--- config.mk ---
export PLATFORM = sky130hd
export DESIGN_NAME = http_chunked_body_decoder
export DESIGN_NICKNAME = d
export VERILOG_FILES = /design/src/rtl/core/chd_pkg.sv /design/src/rtl/core/chd_in_stage.sv /design/src/rtl/core/chd_step.sv /design/src/rtl/core/chd_out_reg.sv /design/src/rtl/core/http_chunked_body_decoder.sv
export VERILOG_INCLUDE_DIRS = /design/src /design/src/rtl/core
export SDC_FILE = /design/constraint.sdc
export NUM_CORES = 1
export LEC_CHECK = 0
export BUFFER_PORTS_ARGS = -buffer_cell sky130_fd_sc_hd__buf_2
export CAP_MARGIN = 0
export CORE_ASPECT_RATIO = 0.6
export CORE_MARGIN = 3
export CORE_UTILIZATION = 30
export DETAILED_ROUTE_END_ITERATION = 16
export PLACE_DENSITY = 0.44
export SETUP_SLACK_MARGIN = 0.3
export SLEW_MARGIN = 5
export SYNTH_ARGS = -nofsm -noshare
export SYNTH_HDL_FRONTEND = slang
export SYNTH_SLANG_ARGS = --single-unit
--- constraint.sdc ---
create_clock -name clk -period 15.4 [get_ports clk]
set_clock_uncertainty 0.05 [all_clocks]
set_input_delay 0.77 -clock clk [delete_from_list [all_inputs] [get_ports clk]]
set_output_delay 0.77 -clock clk [all_outputs]
set_load 0.02 [all_outputs]
--- src/rtl/core/assert_macros.svh ---
// ---------------------------------------------------------------------------
// assert_macros: concurrent assertion helpers
// used by the rtl file that carries assertions
// ---------------------------------------------------------------------------
`ifndef ASSERT_MACROS_SVH
`define ASSERT_MACROS_SVH

// same-cycle implication, disabled during reset
`define ASSERT_IMPLIES(label, clk, rst, ante, cons) \
  label: assert property (@(posedge clk) disable iff (rst) (ante) |-> (cons)) \
    else $error("assertion failed: label");

// next-cycle implication, disabled during reset
`define ASSERT_NEXT(label, clk, rst, ante, cons) \
  label: assert property (@(posedge clk) disable iff (rst) (ante) |=> (cons)) \
    else $error("assertion failed: label");

`endif

--- src/rtl/core/chd_pkg.sv ---
// ---------------------------------------------------------------------------
// chd_pkg: shared types and constants of the chunked body decoder
// phase codes, decoder state, beat and result records, hex helper
// ---------------------------------------------------------------------------
`default_nettype none

package chd_pkg;

  // size line digit limit and the saturated size value
  localparam int MAX_SIZE_DIGITS = 8;
  localparam logic [31:0] SIZE_LIMIT = 32'((64'd1 << (4 * MAX_SIZE_DIGITS)) - 64'd1);

  // output beat layout
  localparam int OUT_TDATA_W = 48;

  // framing characters
  localparam logic [7:0] CHAR_CR  = 8'h0D;
  localparam logic [7:0] CHAR_LF  = 8'h0A;
  localparam logic [7:0] CHAR_SP  = 8'h20;
  localparam logic [7:0] CHAR_TAB = 8'h09;

  // result status codes
  localparam logic [1:0] STATUS_OK       = 2'd0;
  localparam logic [1:0] STATUS_OVERFLOW = 2'd1;
  localparam logic [1:0] STATUS_TRUNC    = 2'd2;

  // parser phase, one-hot
  typedef enum logic [6:0] {
    PH_LEAD     = 7'b0000001,
    PH_DIGITS   = 7'b0000010,
    PH_SKIP     = 7'b0000100,
    PH_SKIP_CR  = 7'b0001000,
    PH_DATA     = 7'b0010000,
    PH_TRAIL_CR = 7'b0100000,
    PH_TRAIL_LF = 7'b1000000
  } phase_t;

  typedef struct packed {
    phase_t      phase;
    logic [31:0] chunk_remaining;
    logic [3:0]  digit_count;
    logic [31:0] byte_total;
    logic        size_overflow;
    logic        body_finished;
  } chd_state_t;

  localparam chd_state_t STATE_RESET = '{
    phase:           PH_LEAD,
    chunk_remaining: 32'd0,
    digit_count:     4'd0,
    byte_total:      32'd0,
    size_overflow:   1'b0,
    body_finished:   1'b0
  };

  // one held input beat
  typedef struct packed {
    logic       valid;
    logic [7:0] in_byte;
    logic       end_of_input;
  } chd_beat_t;

  // one result item
  typedef struct packed {
    logic        valid;
    logic [7:0]  out_byte;
    logic        data_valid;
    logic        done_res;
    logic [31:0] total_length;
    logic [1:0]  status;
  } chd_result_t;

  typedef struct packed {
    logic       is_hex;
    logic [3:0] value;
  } hex_t;

  // hex digit decode, either case
  function automatic hex_t hex_value(input logic [7:0] c);
    hex_t h;
    h.is_hex = 1'b0;
    h.value  = 4'd0;
    if (c >= 8'h30 && c <= 8'h39) begin
      h.is_hex = 1'b1;
      h.value  = 4'(c - 8'h30);
    end else if (c >= 8'h41 && c <= 8'h46) begin
      h.is_hex = 1'b1;
      h.value  = 4'(c - 8'h37);
    end else if (c >= 8'h61 && c <= 8'h66) begin
      h.is_hex = 1'b1;
      h.value  = 4'(c - 8'h57);
    end
    return h;
  endfunction

endpackage

`default_nettype wire

--- src/rtl/core/chd_in_stage.sv ---
// ---------------------------------------------------------------------------
// chd_in_stage: input register
// holds one accepted beat until the decoder consumes it
// ---------------------------------------------------------------------------
`default_nettype none

module chd_in_stage (
  input  wire logic              clk,
  input  wire logic              rst,
  input  wire logic              s_tvalid,
  output logic                   s_tready,
  input  wire logic [7:0]        s_tdata,   // [7:0] in_byte
  input  wire logic              s_tlast,   // end_of_input
  input  wire logic              advance,
  output chd_pkg::chd_beat_t     beat
);

  logic       valid;
  logic [7:0] in_byte;
  logic       end_of_input;

  // take a beat when empty or when the held beat leaves
  assign s_tready = !valid || advance;

  // valid flag
  always_ff @(posedge clk) begin
    if (rst) begin
      valid <= 1'b0;
    end else if (s_tready) begin
      valid <= s_tvalid;
    end
  end

  // payload
  always_ff @(posedge clk) begin
    if (s_tvalid && s_tready) begin
      in_byte      <= s_tdata;
      end_of_input <= s_tlast;
    end
  end

  // held beat record
  assign beat = '{valid: valid, in_byte: in_byte, end_of_input: end_of_input};

endmodule

`default_nettype wire

--- src/rtl/core/chd_step.sv ---
// ---------------------------------------------------------------------------
// chd_step: per-byte decode logic
// next parser state and the optional result for one body byte
// ---------------------------------------------------------------------------
`default_nettype none

module chd_step (
  input  wire chd_pkg::chd_state_t st,
  input  wire logic [7:0]          c,
  input  wire logic                last,
  output chd_pkg::chd_state_t      st_next,
  output chd_pkg::chd_result_t     res
);

  // first byte of a fresh size line
  function automatic chd_pkg::chd_state_t lead_byte(input chd_pkg::chd_state_t s,
                                                    input logic [7:0] b);
    chd_pkg::chd_state_t r;
    chd_pkg::hex_t h;
    r = s;
    h = chd_pkg::hex_value(b);
    if (b == chd_pkg::CHAR_SP || b == chd_pkg::CHAR_TAB) begin
      r.phase = chd_pkg::PH_LEAD;
    end else if (h.is_hex) begin
      r.chunk_remaining = {28'd0, h.value};
      r.digit_count     = 4'd1;
      r.phase           = chd_pkg::PH_DIGITS;
    end else begin
      r.phase = (b == chd_pkg::CHAR_CR) ? chd_pkg::PH_SKIP_CR : chd_pkg::PH_SKIP;
    end
    return r;
  endfunction

  chd_pkg::chd_state_t ns;
  chd_pkg::hex_t       hv;
  logic [31:0]         chunk_dec;
  logic                emit_data;
  logic                emit_done;
  logic                truncated;

  assign hv        = chd_pkg::hex_value(c);
  assign chunk_dec = st.chunk_remaining - 32'd1;

  // phase transitions
  always_comb begin
    ns        = st;
    emit_data = 1'b0;
    emit_done = 1'b0;
    truncated = 1'b0;
    if (!st.body_finished) begin
      case (st.phase)
        chd_pkg::PH_LEAD: begin
          ns = lead_byte(st, c);
        end
        chd_pkg::PH_DIGITS: begin
          if (hv.is_hex) begin
            if (st.digit_count < 4'(chd_pkg::MAX_SIZE_DIGITS)) begin
              ns.chunk_remaining = {st.chunk_remaining[27:0], hv.value} & chd_pkg::SIZE_LIMIT;
              ns.digit_count     = st.digit_count + 4'd1;
            end else begin
              ns.chunk_remaining = chd_pkg::SIZE_LIMIT;
              ns.size_overflow   = 1'b1;
            end
          end else begin
            ns.phase = (c == chd_pkg::CHAR_CR) ? chd_pkg::PH_SKIP_CR : chd_pkg::PH_SKIP;
          end
        end
        chd_pkg::PH_SKIP: begin
          ns.phase = (c == chd_pkg::CHAR_CR) ? chd_pkg::PH_SKIP_CR : chd_pkg::PH_SKIP;
        end
        chd_pkg::PH_SKIP_CR: begin
          if (c == chd_pkg::CHAR_LF) begin
            if (st.chunk_remaining == 32'd0) begin
              ns.body_finished = 1'b1;
              emit_done        = 1'b1;
            end else begin
              ns.phase = chd_pkg::PH_DATA;
            end
          end else begin
            ns.phase = (c == chd_pkg::CHAR_CR) ? chd_pkg::PH_SKIP_CR : chd_pkg::PH_SKIP;
          end
        end
        chd_pkg::PH_DATA: begin
          emit_data          = 1'b1;
          ns.byte_total      = st.byte_total + 32'd1;
          ns.chunk_remaining = chunk_dec;
          if (chunk_dec == 32'd0) begin
            ns.phase = chd_pkg::PH_TRAIL_CR;
          end
        end
        chd_pkg::PH_TRAIL_CR: begin
          ns.chunk_remaining = 32'd0;
          ns.digit_count     = 4'd0;
          if (c == chd_pkg::CHAR_CR) begin
            ns.phase = chd_pkg::PH_TRAIL_LF;
          end else begin
            ns = lead_byte(ns, c);
          end
        end
        chd_pkg::PH_TRAIL_LF: begin
          if (c == chd_pkg::CHAR_LF) begin
            ns.chunk_remaining = 32'd0;
            ns.digit_count     = 4'd0;
            ns.phase           = chd_pkg::PH_LEAD;
          end else begin
            ns.phase = (c == chd_pkg::CHAR_CR) ? chd_pkg::PH_SKIP_CR : chd_pkg::PH_SKIP;
          end
        end
        default: begin
          ns = chd_pkg::STATE_RESET;
        end
      endcase
      // input ran out before the zero chunk
      if (last && !emit_done) begin
        emit_done = 1'b1;
        truncated = 1'b1;
      end
    end
  end

  // the final byte rearms the decoder
  assign st_next = last ? chd_pkg::STATE_RESET : ns;

  // result record
  always_comb begin
    res.valid        = emit_data || emit_done;
    res.out_byte     = emit_data ? c : 8'd0;
    res.data_valid   = emit_data;
    res.done_res     = emit_done;
    res.total_length = ns.byte_total;
    if (truncated) begin
      res.status = chd_pkg::STATUS_TRUNC;
    end else if (ns.size_overflow) begin
      res.status = chd_pkg::STATUS_OVERFLOW;
    end else begin
      res.status = chd_pkg::STATUS_OK;
    end
  end

endmodule

`default_nettype wire

--- src/rtl/core/chd_out_reg.sv ---
// ---------------------------------------------------------------------------
// chd_out_reg: result register
// holds one result beat for the downstream side
// ---------------------------------------------------------------------------
`default_nettype none

module chd_out_reg (
  input  wire logic                                 clk,
  input  wire logic                                 rst,
  input  wire logic                                 load,
  input  wire chd_pkg::chd_result_t                 res,
  output logic                                      can_load,
  output logic                                      m_tvalid,
  input  wire logic                                 m_tready,
  output logic [chd_pkg::OUT_TDATA_W-1:0]           m_tdata,  // [7:0] out_byte,
                                                              // [39:8] total_length,
                                                              // [41:40] status
  output logic                                      m_tuser,  // data_valid
  output logic                                      m_tlast   // done_res
);

  // room for a new result when empty or draining this cycle
  assign can_load = !m_tvalid || m_tready;

  // valid flag
  always_ff @(posedge clk) begin
    if (rst) begin
      m_tvalid <= 1'b0;
    end else if (load) begin
      m_tvalid <= 1'b1;
    end else if (m_tready) begin
      m_tvalid <= 1'b0;
    end
  end

  // payload
  always_ff @(posedge clk) begin
    if (load) begin
      m_tdata <= {6'd0, res.status, res.total_length, res.out_byte};
      m_tuser <= res.data_valid;
      m_tlast <= res.done_res;
    end
  end

endmodule

`default_nettype wire

--- src/rtl/core/http_chunked_body_decoder.sv ---
// ---------------------------------------------------------------------------
// http_chunked_body_decoder: chunked transfer body decoder
// strips chunk framing from a byte stream and passes the payload on
// ---------------------------------------------------------------------------
// One body byte per clock while the result side has room: each byte sits in
// an input register, goes through a combinational state update and lands in
// a result register, which is loaded only for bytes that produce a result.
// Payload bytes come out with tuser high; the closing beat has tlast high
// and carries the total length and status (0 ok, 1 size overflow,
// 2 truncated). Bytes after the closing beat produce nothing until a byte
// with tlast arrives, which returns the decoder to its reset state.
`default_nettype none
`include "assert_macros.svh"

module http_chunked_body_decoder (
  input  wire logic                              clk,
  input  wire logic                              rst,
  input  wire logic                              s_tvalid,
  output logic                                   s_tready,
  input  wire logic [7:0]                        s_tdata,   // [7:0] in_byte
  input  wire logic                              s_tlast,   // end_of_input
  output logic                                   m_tvalid,
  input  wire logic                              m_tready,
  output logic [chd_pkg::OUT_TDATA_W-1:0]        m_tdata,   // [7:0] out_byte,
                                                            // [39:8] total_length,
                                                            // [41:40] status
  output logic                                   m_tuser,   // data_valid
  output logic                                   m_tlast    // done_res
);

  chd_pkg::chd_beat_t   beat;
  chd_pkg::chd_state_t  state;
  chd_pkg::chd_state_t  state_next;
  chd_pkg::chd_result_t res;
  logic                 can_load;
  logic                 fire;

  // held beat is decoded when the result side has room
  assign fire = beat.valid && can_load;

  // input register
  chd_in_stage u_in (
    .clk      (clk),
    .rst      (rst),
    .s_tvalid (s_tvalid),
    .s_tready (s_tready),
    .s_tdata  (s_tdata),
    .s_tlast  (s_tlast),
    .advance  (fire),
    .beat     (beat)
  );

  // per-byte decode
  chd_step u_step (
    .st      (state),
    .c       (beat.in_byte),
    .last    (beat.end_of_input),
    .st_next (state_next),
    .res     (res)
  );

  // decoder state
  always_ff @(posedge clk) begin
    if (rst) begin
      state <= chd_pkg::STATE_RESET;
    end else if (fire) begin
      state <= state_next;
    end
  end

  // result register
  chd_out_reg u_out (
    .clk      (clk),
    .rst      (rst),
    .load     (fire && res.valid),
    .res      (res),
    .can_load (can_load),
    .m_tvalid (m_tvalid),
    .m_tready (m_tready),
    .m_tdata  (m_tdata),
    .m_tuser  (m_tuser),
    .m_tlast  (m_tlast)
  );

  // checks
  `ASSERT_NEXT(a_result_lands, clk, rst, fire && res.valid, m_tvalid)
  `ASSERT_NEXT(a_last_rearms, clk, rst, fire && beat.end_of_input,
               state.phase == chd_pkg::PH_LEAD && state.byte_total == 32'd0 && !state.body_finished)
  `ASSERT_IMPLIES(a_nondata_is_done, clk, rst, m_tvalid && !m_tuser,
                  m_tlast && m_tdata[7:0] == 8'd0)
  `ASSERT_IMPLIES(a_digit_bound, clk, rst, 1'b1,
                  state.digit_count <= 4'(chd_pkg::MAX_SIZE_DIGITS))

endmodule

`default_nettype wire
==> impl_metrics.tcl <==
set metrics [dict create \
    outcome "complete, no violations" \
    setup_tns_ps 0 \
    boundaryPins 65 \
    grt_overflow 0 \
    root_buffer "clkbuf_16" \
    grt_pass1_vias 5818 \
    drv_slew 0 \
    placement_rows 44 \
    num-nets-final 949 \
    worstMarginPinSlew_ps 1120 \
    fin_crit_sh_pct 23.1 \
    critPathKind "reg2reg" \
    grt_max_degree 48 \
    slowest_stage "buf_4" \
    syn2layout_area_growth_pct 13.8 \
    die_y_um 130 \
    cts_resized 0 \
    setup_viol 0 \
    whs_ps 403 \
    rsz0062_at_grt "false" \
    peakVddDrop_uv 69.1 \
    gp_congestion 0.826 \
    fillCellCount 2544 \
    mostFrequentLayoutCells "96 x nand2_1, 95 x o21ai_0, 92 x nor2_1" \
    fmax_mhz 281 \
    startpoint "state[38]" \
    synth_ff_type "dfxtp_1" \
    seqCellArea_um2 3170 \
    cap_violations 0 \
    cts_inserted_buffers 17 \
    port_buffers 58 \
    vias 6819 \
    avgRoutedWirePerCell_um 18.7 \
    cts_tree "yes" \
    timing.rr.start "state[38]" \
    end_kind "register" \
    finalHoldViolCount 0 \
    async_flop_share_pct 0 \
    ys_ff_latch 132 \
    p_seq_share_pct 43.3 \
    drtIter0Drc 673 \
    postCtsSetupBuffers 0 \
    die_area_um2 27500 \
    clk_pin_slew_worst_paths_ps 70 \
    cts_hold_buffers 0 \
    grt_pass1_wl_mm 36.2 \
    hpwl_mm 15.6 \
    ant_nets 0 \
    leakage_nw 3.20 \
    synth_edf_count 53 \
    drc_errors 0 \
    power_density_nw_per_um2 97.8 \
    die_w_um 212 \
    cpMostUsedCell "and3_1" \
    synth_cells 912 \
    antenna_cells 0 \
    p_int_w 0.000654 \
    crit_arrival_ps 3580 \
    netSwitchingFraction_pct 23.3 \
    htreeDepth 4 \
    hp-start "state[1]" \
    worst-path-max-fanout 45 \
    ys_types 77 \
    cts.sinks 132 \
    share_comb_of_total_power_pct 6.2 \
    insertion_delay_ps 440 \
    max_slew_margin_pct 23.1 \
    dr.pass1.iters 5 \
    start_util_pct 31.1 \
    min_path_type "reg2reg" \
    yosysWarnings 0 \
    crit_chain "inv_1 > ha_1 > or3b_2 > nor4_2 > and3_1 > and3_1 > nor2_1 > a211oi_4 > buf_4" \
    layout-drive-gt1-share_pct 14.2 \
    final_common_cell "nand2_1" \
    antenna_found_initial 0 \
    cts_buffer_depth 2 \
    clockPowerShare_pct 50.5 \
    core-area_um2 24600 \
    yosysSeqAreaShare_pct 41.5 \
    fin_crit_ps 3560 \
    avgViaCountPerCell 5.40 \
    postSynthAreaPerCell_um2 8.39 \
    track_usage_pct 17.1 \
    finalWirelength_mm 23.6 \
    cpPeakStageDelay_ps 550 \
    syn_area_um2 7650 \
    worst_ep_required_time_ps 15420 \
    multi_input_comb_area_um2 4100 \
    start_kind "register" \
    power.switching_w 0.000199 \
]
[layer usage]
metal,routed length [um],track usage [%],up-vias,share of wire (%)
met4,225,4.30,0,0.95
li1,-,-,3339,-
met3,1490,4.40,17,6.3
met2,8200,18.9,186,35
met1,13700,30.0,3277,58
met5,0,0,-,0
[metrics by stage]
step | instances | total power, W | setup WS (ps) | util (%) | area, um2
floorplan | 917 | 0.000413 | 9590 | - | 7670
global placement | 1231 | 0.000430 | 11880 | 32.9 | 8110
detailed placement | 1231 | 0.000429 | 11860 | 32.9 | 8110
CTS | 1263 | 0.000863 | 11840 | 35.4 | 8710
global route | 1263 | 0.000884 | 11610 | 35.4 | 8710
finish | 1263 | 0.000853 | 11840 | 35.4 | 8710
[final timing paths]
kind / to / slack, ps / cells after the start
max: u_out.m_tdata[6] / 11840 / 9
min: state[1] / 400 / 2
max reg2reg: u_out.m_tdata[6] / 11840 / 9
min reg2reg: state[1] / 400 / 2
[critical path, delay by kind of cell, from the launching register on]
| family | cells | cell delay [ps] |
|---|---|---|
| flip-flops | 1 | 360 |
| adder cells (fa/ha/maj) | 1 | 210 |
| AND/OR/NAND/NOR | 5 | 1700 |
| AO/OA/AOI/OAI | 1 | 210 |
| buffers and inverters | 2 | 620 |
[synthesized netlist by cell type (6+ instances only)]
cell      count  area, um2
nand2_1      96        360
o21ai_0      95        475
nor2_1       93        349
dfxtp_1      79       1580
clkbuf_1     55        206
a21oi_1      54        270
edfxtp_1     53       1590
nand3_1      49        245
nor3_1       28        140
a22oi_1      27        203
xnor2_1      21        184
and3_1       15       93.8
nand4_1      15       93.8
mux2i_1      14        140
o31ai_1      13       97.6
nand2b_1     12       75.1
or3_1        12       75.1
nor4_1       10       62.6
inv_1         9       33.8
a211oi_1      8       60.1
a31oi_1       8       50.1
buf_2         8       40.0
buf_4         8       60.1
ha_1          8        100
xor2_1        8       70.1
a21o_1        7       52.6
and2_1        7       43.8
nor3b_1       6       45.0
or2_2         6       37.5
[power by group through the flow]
stage	combinational, W	clock (W)	sequential (W)
after CTS	0.0000528	0.000440	0.000369
after global routing	0.0000573	0.000457	0.000370
after floorplan	0.0000360	0	0.000377
after global placement	0.0000535	0	0.000377
final	0.0000529	0.000430	0.000369
after detailed placement	0.0000524	0	0.000377
[flip-flops by register name (all words and copies together), names as in the netlist]
register and flops:
state 77, u_in.end_of_input 1, u_in.in_byte 8, u_in.valid 1
u_out.m_tdata 42, u_out.m_tlast 1, u_out.m_tuser 1, u_out.m_tvalid 1
[layout make-up]
class                   count  share of cell area [%]
clock buffers              22                    5.21
clock inverters            10                    1.78
inverters                  10                   0.431
multi-input cells         695                    47.0
flip-flops and latches    132                    36.4
well taps                 322                    4.62
repair buffers             72                    4.54
[logic make-up after synthesis]
| family | Yosys count | share of synthesized area, % |
|---|---|---|
| and+or+nand+nor | 390 | 25.9 |
| AOI/OAI and AO/OA | 244 | 19.9 |
| DFF | 132 | 41.5 |
| buffers and inverters | 90 | 5.64 |
| xor gates and xnor gates | 29 | 3.32 |
| muxes | 18 | 2.47 |
| adders and majority gates | 8 | 1.31 |
| other | 1 | 0.0490 |
No activity file was read; power rests on OpenSTA's default activity.
